File: src/hdl/bcrt_pkg.sv
`timescale 1ns / 1ps
// Shared types, register map, keys and prescaler tables for the bus controller
// register file with its refresh timer. No dependencies.
package bcrt_pkg;

    // Item commands
    localparam logic [1:0] CMD_TICK  = 2'd0;
    localparam logic [1:0] CMD_READ  = 2'd1;
    localparam logic [1:0] CMD_WRITE = 2'd2;

    // Register word addresses
    localparam logic [8:0] ADDR_BCR   = 9'h1a0;
    localparam logic [8:0] ADDR_WCR1  = 9'h1a2;
    localparam logic [8:0] ADDR_WCR2  = 9'h1a4;
    localparam logic [8:0] ADDR_WCR3  = 9'h1a6;
    localparam logic [8:0] ADDR_DCR   = 9'h1a8;
    localparam logic [8:0] ADDR_PCR   = 9'h1aa;
    localparam logic [8:0] ADDR_RTCR  = 9'h1ac;
    localparam logic [8:0] ADDR_RTCSR = 9'h1ae;
    localparam logic [8:0] ADDR_RTCNT = 9'h1b0;
    localparam logic [8:0] ADDR_RTCOR = 9'h1b2;

    // Protected range: byte writes here are dropped
    localparam logic [8:0] ADDR_PROT_LO = 9'h1ac;
    localparam logic [8:0] ADDR_PROT_HI = 9'h1b3;

    // Write keys carried in the upper byte
    localparam logic [7:0] KEY_RTCR  = 8'h5a;
    localparam logic [7:0] KEY_RTCSR = 8'ha5;
    localparam logic [7:0] KEY_RTCNT = 8'h69;
    localparam logic [7:0] KEY_RTCOR = 8'h96;

    localparam int PERIOD_W = 21;

    typedef struct packed {
        logic [1:0]  command;
        logic        byte_access;
        logic [8:0]  address;
        logic [15:0] write_data;
    } item_t;

    typedef struct packed {
        logic [15:0] refresh_period;
        logic [2:0]  refresh_wait_states;
        logic        refresh_irq;
        logic [15:0] read_data;
    } result_t;

    // Prescaler divider: 0 (stopped), 2, 8, 32, 128, 512, 2048, 4096
    function automatic logic [12:0] divider(input logic [2:0] code);
        logic [12:0] d;
        case (code)
            3'd1:    d = 13'd2;
            3'd2:    d = 13'd8;
            3'd3:    d = 13'd32;
            3'd4:    d = 13'd128;
            3'd5:    d = 13'd512;
            3'd6:    d = 13'd2048;
            3'd7:    d = 13'd4096;
            default: d = 13'd0;
        endcase
        return d;
    endfunction

    // Same dividers as a shift count, for the period product
    function automatic logic [3:0] divider_shift(input logic [2:0] code);
        logic [3:0] s;
        case (code)
            3'd1:    s = 4'd1;
            3'd2:    s = 4'd3;
            3'd3:    s = 4'd5;
            3'd4:    s = 4'd7;
            3'd5:    s = 4'd9;
            3'd6:    s = 4'd11;
            3'd7:    s = 4'd12;
            default: s = 4'd0;
        endcase
        return s;
    endfunction

endpackage

File: src/hdl/bcrt_regfile.sv
`timescale 1ns / 1ps
// Register file and refresh timer: decodes one word, updates state on fire and
// forms the result from the updated state. Depends on bcrt_pkg.
module bcrt_regfile
(
    input  logic              clk,
    input  logic              rst_n,
    input  logic              fire,
    input  bcrt_pkg::item_t   item,
    output bcrt_pkg::result_t result
);

    localparam int PERIOD_W_L = bcrt_pkg::PERIOD_W;

    // Stored bits only; fixed bits are filled in on read
    logic [4:0]  bcr_reg,      bcr_next;      // bits 15:11
    logic [7:0]  wcr1_hi_reg,  wcr1_hi_next;  // bits 15:8
    logic        wcr1_b1_reg,  wcr1_b1_next;  // bit 1
    logic [15:0] wcr2_reg,     wcr2_next;
    logic [4:0]  wcr3_reg,     wcr3_next;     // bits 15:11
    logic [7:0]  dcr_reg,      dcr_next;      // bits 15:8
    logic [4:0]  pcr_reg,      pcr_next;      // bits 15:11, flag on top
    logic [3:0]  rtcr_reg,     rtcr_next;     // bits 7:4
    logic [4:0]  rtcsr_reg,    rtcsr_next;    // bits 7:3, flag on top
    logic        mseen_reg,    mseen_next;
    logic        pseen_reg,    pseen_next;
    logic [7:0]  rtcnt_reg,    rtcnt_next;
    logic [7:0]  rtcor_reg,    rtcor_next;
    logic [11:0] psc_reg,      psc_next;

    logic [8:0]  waddr;
    logic [15:0] rd_word;
    logic [15:0] wval;
    logic        in_prot;
    logic        do_write;
    logic [12:0] div_cur;
    logic [12:0] psc_inc;
    logic [7:0]  cnt_inc;
    logic [7:0]  key;
    logic        flag;
    logic [PERIOD_W_L-1:0] period_wide;
    logic [8:0]  cor_plus;

    assign waddr   = {item.address[8:1], 1'b0};
    assign in_prot = (item.address >= bcrt_pkg::ADDR_PROT_LO) &&
                     (item.address <= bcrt_pkg::ADDR_PROT_HI);
    assign key     = wval[15:8];

    // Read view of the addressed word
    always_comb
    begin
        unique case (waddr)
            bcrt_pkg::ADDR_BCR:   rd_word = {bcr_reg, 11'd0};
            bcrt_pkg::ADDR_WCR1:  rd_word = {wcr1_hi_reg, 6'h3f, wcr1_b1_reg, 1'b1};
            bcrt_pkg::ADDR_WCR2:  rd_word = wcr2_reg;
            bcrt_pkg::ADDR_WCR3:  rd_word = {wcr3_reg, 11'd0};
            bcrt_pkg::ADDR_DCR:   rd_word = {dcr_reg, 8'd0};
            bcrt_pkg::ADDR_PCR:   rd_word = {pcr_reg, 11'd0};
            bcrt_pkg::ADDR_RTCR:  rd_word = {8'd0, rtcr_reg, 4'd0};
            bcrt_pkg::ADDR_RTCSR: rd_word = {8'd0, rtcsr_reg, 3'd0};
            bcrt_pkg::ADDR_RTCNT: rd_word = {8'd0, rtcnt_reg};
            bcrt_pkg::ADDR_RTCOR: rd_word = {8'd0, rtcor_reg};
            default:              rd_word = 16'd0;
        endcase
    end

    // Merge a byte into the current word for byte writes
    always_comb
    begin
        if (!item.byte_access)
            wval = item.write_data;
        else if (item.address[0])
            wval = {rd_word[15:8], item.write_data[7:0]};
        else
            wval = {item.write_data[7:0], rd_word[7:0]};
    end

    assign do_write = (item.command == bcrt_pkg::CMD_WRITE) &&
                      (!item.byte_access || !in_prot);
    assign div_cur  = bcrt_pkg::divider(rtcsr_reg[2:0]);
    assign psc_inc  = {1'b0, psc_reg} + 13'd1;
    assign cnt_inc  = rtcnt_reg + 8'd1;

    // Next state for one word
    always_comb
    begin
        bcr_next     = bcr_reg;
        wcr1_hi_next = wcr1_hi_reg;
        wcr1_b1_next = wcr1_b1_reg;
        wcr2_next    = wcr2_reg;
        wcr3_next    = wcr3_reg;
        dcr_next     = dcr_reg;
        pcr_next     = pcr_reg;
        rtcr_next    = rtcr_reg;
        rtcsr_next   = rtcsr_reg;
        mseen_next   = mseen_reg;
        pseen_next   = pseen_reg;
        rtcnt_next   = rtcnt_reg;
        rtcor_next   = rtcor_reg;
        psc_next     = psc_reg;
        flag         = 1'b0;

        case (item.command)
            bcrt_pkg::CMD_TICK:
            begin
                if (div_cur == 13'd0)
                    psc_next = 12'd0;
                else if (psc_inc >= div_cur)
                begin
                    psc_next = 12'd0;
                    if (cnt_inc == rtcor_reg)
                    begin
                        rtcsr_next[4] = 1'b1;
                        rtcnt_next    = 8'd0;
                    end
                    else
                        rtcnt_next = cnt_inc;
                end
                else
                    psc_next = psc_inc[11:0];
            end
            bcrt_pkg::CMD_READ:
            begin
                // Reading a set flag arms its clear
                if (waddr == bcrt_pkg::ADDR_PCR && pcr_reg[4])
                    pseen_next = 1'b1;
                if (waddr == bcrt_pkg::ADDR_RTCSR && rtcsr_reg[4])
                    mseen_next = 1'b1;
            end
            bcrt_pkg::CMD_WRITE:
            begin
                if (do_write)
                begin
                    unique case (waddr)
                        bcrt_pkg::ADDR_BCR:  bcr_next = wval[15:11];
                        bcrt_pkg::ADDR_WCR1:
                        begin
                            wcr1_hi_next = wval[15:8];
                            wcr1_b1_next = wval[1];
                        end
                        bcrt_pkg::ADDR_WCR2: wcr2_next = wval;
                        bcrt_pkg::ADDR_WCR3: wcr3_next = wval[15:11];
                        bcrt_pkg::ADDR_DCR:  dcr_next = wval[15:8];
                        bcrt_pkg::ADDR_PCR:
                        begin
                            // Byte write reads first, which may arm the clear
                            pseen_next = pseen_reg |
                                         (item.byte_access & pcr_reg[4]);
                            flag = pcr_reg[4];
                            if (pseen_next && !wval[15])
                            begin
                                flag       = 1'b0;
                                pseen_next = 1'b0;
                            end
                            else if (wval[15])
                                flag = 1'b1;
                            pcr_next = {flag, wval[14:11]};
                        end
                        bcrt_pkg::ADDR_RTCR:
                        begin
                            if (key == bcrt_pkg::KEY_RTCR)
                                rtcr_next = wval[7:4];
                        end
                        bcrt_pkg::ADDR_RTCSR:
                        begin
                            if (key == bcrt_pkg::KEY_RTCSR)
                            begin
                                flag = rtcsr_reg[4];
                                if (mseen_reg && !wval[7])
                                begin
                                    flag       = 1'b0;
                                    mseen_next = 1'b0;
                                end
                                else if (wval[7])
                                    flag = 1'b1;
                                rtcsr_next = {flag, wval[6:3]};
                                psc_next   = 12'd0;
                            end
                        end
                        bcrt_pkg::ADDR_RTCNT:
                        begin
                            if (key == bcrt_pkg::KEY_RTCNT)
                            begin
                                rtcnt_next = wval[7:0];
                                psc_next   = 12'd0;
                            end
                        end
                        bcrt_pkg::ADDR_RTCOR:
                        begin
                            if (key == bcrt_pkg::KEY_RTCOR)
                                rtcor_next = wval[7:0];
                        end
                        default: ;
                    endcase
                end
            end
            default: ;
        endcase
    end

    // Result from the updated state
    assign cor_plus    = {1'b0, rtcor_next} + 9'd1;
    assign period_wide = {{(PERIOD_W_L-9){1'b0}}, cor_plus} <<
                         bcrt_pkg::divider_shift(rtcsr_next[2:0]);

    always_comb
    begin
        result.read_data   = (item.command == bcrt_pkg::CMD_READ) ?
                             (item.byte_access ?
                                 (item.address[0] ? {8'd0, rd_word[7:0]} :
                                                    {8'd0, rd_word[15:8]}) :
                                 rd_word) :
                             16'd0;
        result.refresh_irq = rtcsr_next[4] & rtcsr_next[3];
        if (rtcr_next[3] && !rtcr_next[2] && wcr1_hi_next[1])
            result.refresh_wait_states = {1'b0, rtcr_next[1:0]} + 3'd1;
        else
            result.refresh_wait_states = 3'd0;
        if (rtcsr_next[2:0] == 3'd0)
            result.refresh_period = 16'd0;
        else if (period_wide[PERIOD_W_L-1:16] != '0)
            result.refresh_period = 16'hffff;
        else
            result.refresh_period = period_wide[15:0];
    end

    // Commit state when the word leaves the input register
    always_ff @(posedge clk or negedge rst_n)
    begin
        if (!rst_n)
        begin
            bcr_reg     <= 5'd0;
            wcr1_hi_reg <= 8'hff;
            wcr1_b1_reg <= 1'b1;
            wcr2_reg    <= 16'hffff;
            wcr3_reg    <= 5'h1f;
            dcr_reg     <= 8'd0;
            pcr_reg     <= 5'd0;
            rtcr_reg    <= 4'd0;
            rtcsr_reg   <= 5'd0;
            mseen_reg   <= 1'b0;
            pseen_reg   <= 1'b0;
            rtcnt_reg   <= 8'd0;
            rtcor_reg   <= 8'hff;
            psc_reg     <= 12'd0;
        end
        else if (fire)
        begin
            bcr_reg     <= bcr_next;
            wcr1_hi_reg <= wcr1_hi_next;
            wcr1_b1_reg <= wcr1_b1_next;
            wcr2_reg    <= wcr2_next;
            wcr3_reg    <= wcr3_next;
            dcr_reg     <= dcr_next;
            pcr_reg     <= pcr_next;
            rtcr_reg    <= rtcr_next;
            rtcsr_reg   <= rtcsr_next;
            mseen_reg   <= mseen_next;
            pseen_reg   <= pseen_next;
            rtcnt_reg   <= rtcnt_next;
            rtcor_reg   <= rtcor_next;
            psc_reg     <= psc_next;
        end
    end

endmodule

File: src/hdl/bus_controller_refresh_timer_registers.sv
`timescale 1ns / 1ps
// Top level: input register, register file with refresh timer, result register.
// Depends on bcrt_pkg and bcrt_regfile.
//
//  channel  dir  tdata (low bit up)                         tuser
//  s_axis   in   address[8:0], write_data[24:9], pad to 32   command[1:0], byte_access[2]
//  m_axis   out  read_data[15:0], refresh_irq[16],           -
//                refresh_wait_states[19:17],
//                refresh_period[35:20], pad to 40
//
// One word per cycle while the output is taken, set by the single decode pass
// between the two registers: a word is held in the input register and is applied
// to the register file when it advances, which also loads its result into the
// output register. The input side keeps accepting while the result waits, until
// both registers are full. Reset (rst_n low, asynchronous) clears the registers
// to their documented values and empties both stages.
module bus_controller_refresh_timer_registers
(
    input  logic        clk,
    input  logic        rst_n,
    input  logic        s_axis_tvalid,
    output logic        s_axis_tready,
    input  logic [31:0] s_axis_tdata,   // address, write_data, zero pad
    input  logic [2:0]  s_axis_tuser,   // command, byte_access
    output logic        m_axis_tvalid,
    input  logic        m_axis_tready,
    output logic [39:0] m_axis_tdata    // read_data, refresh_irq, wait states, period, pad
);

    logic              in_valid_reg;
    bcrt_pkg::item_t   item_reg;
    logic              out_valid_reg;
    bcrt_pkg::result_t out_data_reg;
    bcrt_pkg::result_t result;
    logic              advance;

    // Move the held word forward when the result slot frees up
    assign advance       = in_valid_reg && (!out_valid_reg || m_axis_tready);
    assign s_axis_tready = !in_valid_reg || advance;

    // Hold the accepted word
    always_ff @(posedge clk or negedge rst_n)
    begin
        if (!rst_n)
            in_valid_reg <= 1'b0;
        else if (s_axis_tready)
            in_valid_reg <= s_axis_tvalid;
    end

    always_ff @(posedge clk)
    begin
        if (s_axis_tready && s_axis_tvalid)
        begin
            item_reg.command     <= s_axis_tuser[1:0];
            item_reg.byte_access <= s_axis_tuser[2];
            item_reg.address     <= s_axis_tdata[8:0];
            item_reg.write_data  <= s_axis_tdata[24:9];
        end
    end

    bcrt_regfile u_regfile
    (
        .clk    (clk),
        .rst_n  (rst_n),
        .fire   (advance),
        .item   (item_reg),
        .result (result)
    );

    // Hold the result until taken
    always_ff @(posedge clk or negedge rst_n)
    begin
        if (!rst_n)
            out_valid_reg <= 1'b0;
        else if (advance)
            out_valid_reg <= 1'b1;
        else if (m_axis_tready)
            out_valid_reg <= 1'b0;
    end

    always_ff @(posedge clk)
    begin
        if (advance)
            out_data_reg <= result;
    end

    assign m_axis_tvalid = out_valid_reg;
    assign m_axis_tdata  = {4'd0, out_data_reg};

endmodule
File: config.mk
export PLATFORM = sky130hd
export DESIGN_NAME = bus_controller_refresh_timer_registers
export DESIGN_NICKNAME = d
export VERILOG_FILES = /design/src/hdl/bcrt_pkg.sv /design/src/hdl/bcrt_regfile.sv /design/src/hdl/bus_controller_refresh_timer_registers.sv
export SDC_FILE = /design/constraint.sdc
export NUM_CORES = 1
export LEC_CHECK = 0
export ABC_AREA = 1
export BUFFER_PORTS_ARGS = -buffer_cell sky130_fd_sc_hd__buf_2
export CAP_MARGIN = 20
export CORE_MARGIN = 3
export CORE_UTILIZATION = 60
export DETAILED_ROUTE_END_ITERATION = 16
export PLACE_DENSITY = 0.77
export SLEW_MARGIN = 20
export SYNTH_ARGS = -nofsm -noshare
export SYNTH_HDL_FRONTEND = slang
export SYNTH_HIERARCHICAL = 1
export SYNTH_SLANG_ARGS = --single-unit
export TNS_END_PERCENT = 5
File: constraint.sdc
create_clock -name clk -period 4.25 [get_ports clk]
set_input_delay 0.425 -clock clk [delete_from_list [all_inputs] [get_ports clk]]
set_output_delay 0.425 -clock clk [all_outputs]
set_load 0.02 [all_outputs]
# Yosys cells after proc, flatten, opt, wreduce, memory -nomap -nowiden
# Cells that the tools add are included.
# totals
register_bits	153
inputBits	39
output_inout_bits	42
# op_classes
add_sub_neg	4
magnitude_cmp	3
eq_ne	45
shift	1
n_mux	58
bitwise_logic	3
n_reduce_logical	39
# op_table
cell	n
$pmux W16 S10	1
$eq A8 B8 Y1 const B	12
$pmux W13 S7	1
$mux W8	11
$mux W16	4
$mux W12	5
$pmux W12 S2	2
$pmux W4 S7	1
$eq A3 B3 Y1 const B	8
$reduce_and A4 Y1	6
$shl A9 B4 Y21	1
$mux W4	5
$mux W1	18
$eq A8 B7 Y1 const B	2
$pmux W8 S2	1
$mux W5	3
$ne A2 B2 Y1 const B	7
$reduce_and A7 Y1	2
$add A12 B1 Y13 const B	1
$ge A13 B13 Y1	1
$logic_not A13 Y1	1
$eq A3 B2 Y1 const B	4
$logic_and A1 B1 Y1	10
$reduce_and A5 Y1	2
other kinds (22)	44

# Depth between registers and ports, before layout
# depth
word_depth	16
mapped_depth	31
mapped_depth_nobuf	30

# Modules after synthesis
# Netlist, hierarchy kept.
# modules_own_cells
mod	n_inst	cells_per_inst	area_each_um2	seq_area_each_um2
bcrt_regfile	1	1004	6841.6	2224.6
bus_controller_refresh_timer_registers	1	81	2050.7	1971.9

# Worst setup path after synthesis
# Ideal clock, no wire load.
# synth_timing
path_type	reg2reg
start	reg out_valid_reg (netlist: m_axis_tvalid)
end	reg u_regfile.wcr1_hi_reg[0]
setup_time_ps	79
arrival_ps	3734
setup_slack_ps	437
stages_incl_launch_ff	7
n_path_buf	1
period_less_slack_ps	3813
path_cell_list	dfrtp_1 -> a21oi_1 -> inv_1 -> nor2_1 -> nand2_1 -> clkbuf_1 -> o21ai_0
# synth_between
elab_chain_len	4
# synth_rtl
element	line_no	rtl
from (decl)	bus_controller_refresh_timer_registers.sv:32	logic out_valid_reg;
from (signal assigned)	bus_controller_refresh_timer_registers.sv:74	out_valid_reg <= 1'b0;
from (signal assigned)	bus_controller_refresh_timer_registers.sv:76	out_valid_reg <= 1'b1;
from (signal assigned)	bus_controller_refresh_timer_registers.sv:78	out_valid_reg <= 1'b0;
$logic_not A1 Y1	bus_controller_refresh_timer_registers.sv:38	assign advance = in_valid_reg && (!out_valid_reg || m_axis_tready);
$logic_or A1 B1 Y1	bus_controller_refresh_timer_registers.sv:38	
$logic_and A1 B1 Y1	bus_controller_refresh_timer_registers.sv:38	
via advance	bus_controller_refresh_timer_registers.sv:35	logic advance;
$reduce_and A4 Y1 (no source line)	--	
to (signal assigned)	bcrt_regfile.sv:250	wcr1_hi_reg <= wcr1_hi_next;
to (decl)	bcrt_regfile.sv:17	logic [7:0] wcr1_hi_reg, wcr1_hi_next;
# The timed path passes the listed nets, and every way through them passes these cells.
# A chain may end at the register's enable or synchronous reset.

# Worst setup path after layout
# layout_timing
start	reg item_reg[23] (netlist name)
end	reg out_data_reg (netlist bit m_axis_tdata[23]) (data pin)
# layout_between
elab_chain_len	14
elab_cells_between_ends	42
# layout_rtl
element	line_no	rtl
from (decl)	bus_controller_refresh_timer_registers.sv:31	bcrt_pkg::item_t item_reg;
branches (longest 14 deep; another with $add A8 B1 Y9)	--	
to (signal assigned)	bus_controller_refresh_timer_registers.sv:84	out_data_reg <= result;
to (decl)	bus_controller_refresh_timer_registers.sv:33	bcrt_pkg::result_t out_data_reg;
# Several ways; the timed one is not identified.

==> out/results.ini <==
[status]
outcome=completed

[logic_synthesis]
synth-adder-area-share=0.01548
netlist.area_leader.share=0.2161
ys.warnings.count=6
synth_area_leaders=edfxtp_1 22%, dfrtp_1 14%, dfstp_2 11%
ys_seq_elements=153
synth_xor_area_frac=0.01871
synth_top_family_by_area=simple AND/OR/NAND/NOR gates
synth_compound_area_frac=0.1293
syn_area_sq_um=8892
synth-seq-area-share=0.4719
synthSimpleGateAreaFrac=0.2862
yosysTopAreaCell=edfxtp_1
synth_async_sr_flop_share=0.5817
synth.distinct_cells=58
synth_ff_type=edfxtp_1
synth_edf_count=64
syn_avg_cell_area_sq_um=8.196
muxShareOfSynthArea=0
syn_inst=1085

[timing]
finalHoldViolations=0
relSlewSlack=0.2952
tightest_slew_ns=1.056
maxSlewViolCount=0
max_clock_freq_mhz=247.1
finalSetupViolations=0
fin_crit_sh=0.9522
setup_slack_ns=0.2033
period_needed_ns=4.047
fin_skew_ns=0.01326

[critical_path]
worstPathCellList=nand2_2 -> nor2_8 -> buf_4 -> nand2_4 -> inv_2 -> buf_4 -> a21oi_1 -> o21ai_0 -> nor3_1 -> nand2_1 -> nand2_1 -> inv_1 -> o21ai_4 -> nand3_2 -> nand2_4 -> inv_4 -> nand2_1 -> nand3_1 -> nand3_1 -> nand2_1 -> nor2_2 -> nand3_4 -> nand2_8 -> nand2_1
r2r_cells=24
crit_path_end_kind=register
r2r_start=item_reg[23]
required_ns=4.43
r2r-end=m_axis_tdata[23]
path_class=register to register
arrival_ns=4.23
critPathMaxStageDelay_ns=0.42
r2r_setup_slack_ns=0.20
path_max_fanout=12
crit_path_frequent_cell=nand2_1
cp_slowest_cell=edfxtp_1
start_kind=register

[routing]
drc=0
vias_per_cell=5.942
first_pass_iters=7
routed_wl_um=24630
drt_iter0_markers=1087
post_drt_wl_per_cell_um=17.95
ant_nets=0
vias=8153

[floorplanning]
row_count=43
dieWidth_um=127.7
ioPinCount=81
coreArea_sq_um=14200
initial_core_util=0.6261
dieArea_sq_um=16320
die_h_um=127.7

[clock_network]
path_clk_slew_ns=0.07
clock_latency_ns=0.43
numClockSinks=153
cts-buffers-inserted=17
clockBufferDepth=2
h-tree-depth=4
cts-hold-fix-buffers=0
cts_tree=yes
root_buffer=clkbuf_16

[grt]
antenna_found_initial=0
grt_use_total=0.3045
grt_pass1_vias=7448
grt_max_degree=69
grt_first_pass_wirelength_um=38760
grt.overflow.total=0

[place]
place.gp.congestion=1.054
dp_cells=1326
placed_area_sq_um=9439
io_buffers=69
pre_cts_ws_ns=0.2007
dpl.hpwl_um=17650

[min_path]
hold_class=input pin to async pin

[final_layout]
fin_nets=1229
final_cells=1372
n_antenna_cell=0
synthToLayoutAreaGrowth_pct=14.80
drive_gt1_frac=0.2206
final_area_sq_um=10210
largest_reg_flops=36

[power]
cellPowerDensity_nw_per_um2=485.8
p_leak_nw=4.767
vdd_ir_drop_max_mv=0.4299
finalPower_mw=4.959

[flow_run]
maxCapViolations=0

cells by family (layout without fill, tap and decap cells):
kind of cell,after synthesis,count (layout)
DFF,153,153
and+or+nand+nor,537,539
adders and majority gates,11,11
buffers and inverters,164,266
xor gates and xnor gates,19,19
AOI/OAI and AO/OA,200,200
other,1,4
cell usage after synthesis (22+ instances only):
cell,instances
o21ai_0,116
dfstp_2,38
a21oi_1,28
nand2_2,27
edfxtp_1,64
o22ai_1,22
nand4_1,26
nor2_1,63
dfrtp_1,51
nand3_1,100
inv_1,118
nand2_1,266
routing by layer:
metal | wire length [um] | vias up | track usage
li1 | - | 3831 | -
met1 | 10380 | 3780 | 0.4293
met2 | 10980 | 473 | 0.4741
met3 | 2541 | 69 | 0.06333
met4 | 725 | 0 | 0.1005
met5 | 0 | - | 0
critical path, delay by kind of cell (launching register included):
family	cells	cell delay (ns)
AND/OR/NAND/NOR	16	2.23
buffers and inverters	5	0.62
AO/OA/AOI/OAI	3	0.52
flip-flops	1	0.42
through the flow:
| step | hold slack, ns | TNS, ns | utilization |
|---|---|---|---|
| global placement | 0.4666 | 0 | 0.6646 |
| CTS | 0.1328 | 0 | 0.7060 |
| finish | 0.1108 | 0 | 0.7187 |
| global route | 0.1536 | -0.07584 | 0.7187 |
| floorplan | 0.1294 | 0 | - |
| detailed placement | 0.4744 | 0 | 0.6646 |
layout by cell type, fill, tap and decap left out, types with 5 or more instances in the layout:
master     count
nand4_1       26
ha_1          11
nand3_2       11
clkbuf_16     17
dfstp_2       38
xor2_1        16
o21ai_0      116
dfrtp_1       51
nor2_4         6
a21oi_1       27
nand3_1       99
inv_6          5
buf_4         30
nor2_2        10
inv_2         15
nand2_1      262
nor2_1        61
o22ai_1       22
nor3_1        14
edfxtp_1      64
inv_1        118
nand2_2       30
buf_2         68
power by group:
group	leakage, nW	internal (mW)	switching [mW]	total, mW
Sequential	1.71	1.77	0.138	1.90
Clock	0.281	0.876	0.645	1.52
Combinational	2.78	0.483	1.05	1.53
what timing repair did:
action	4_1_cts	5_1_grt
endpoints found under the setup margin	0	16
gates resized for setup	0	16
buffers inserted	0	12
cell type report:
cell class	instances	area (sq um)
Sequential cell	153	4197
Multi-Input combinational cell	773	4103
Clock buffer	17	425.4
Timing Repair Buffer	99	585.6
Clock inverter	15	163.9
Inverter	135	509.2
Fill cell	1129	3995
Tap cell	180	225.2
worst max path at each step:
stage / startpoint / endpoint / depth (start not counted)
2_1_floorplan: m_axis_tvalid / u_regfile/wcr1_hi_reg[0] / 6
3_3_place_gp: item_reg[23] / m_axis_tdata[22] / 25
3_5_place_dp: item_reg[23] / m_axis_tdata[23] / 25
4_1_cts: item_reg[23] / m_axis_tdata[23] / 25
5_1_grt: item_reg[23] / m_axis_tdata[26] / 25
6_report: item_reg[23] / m_axis_tdata[23] / 24
(Power assumes the default switching activity.)
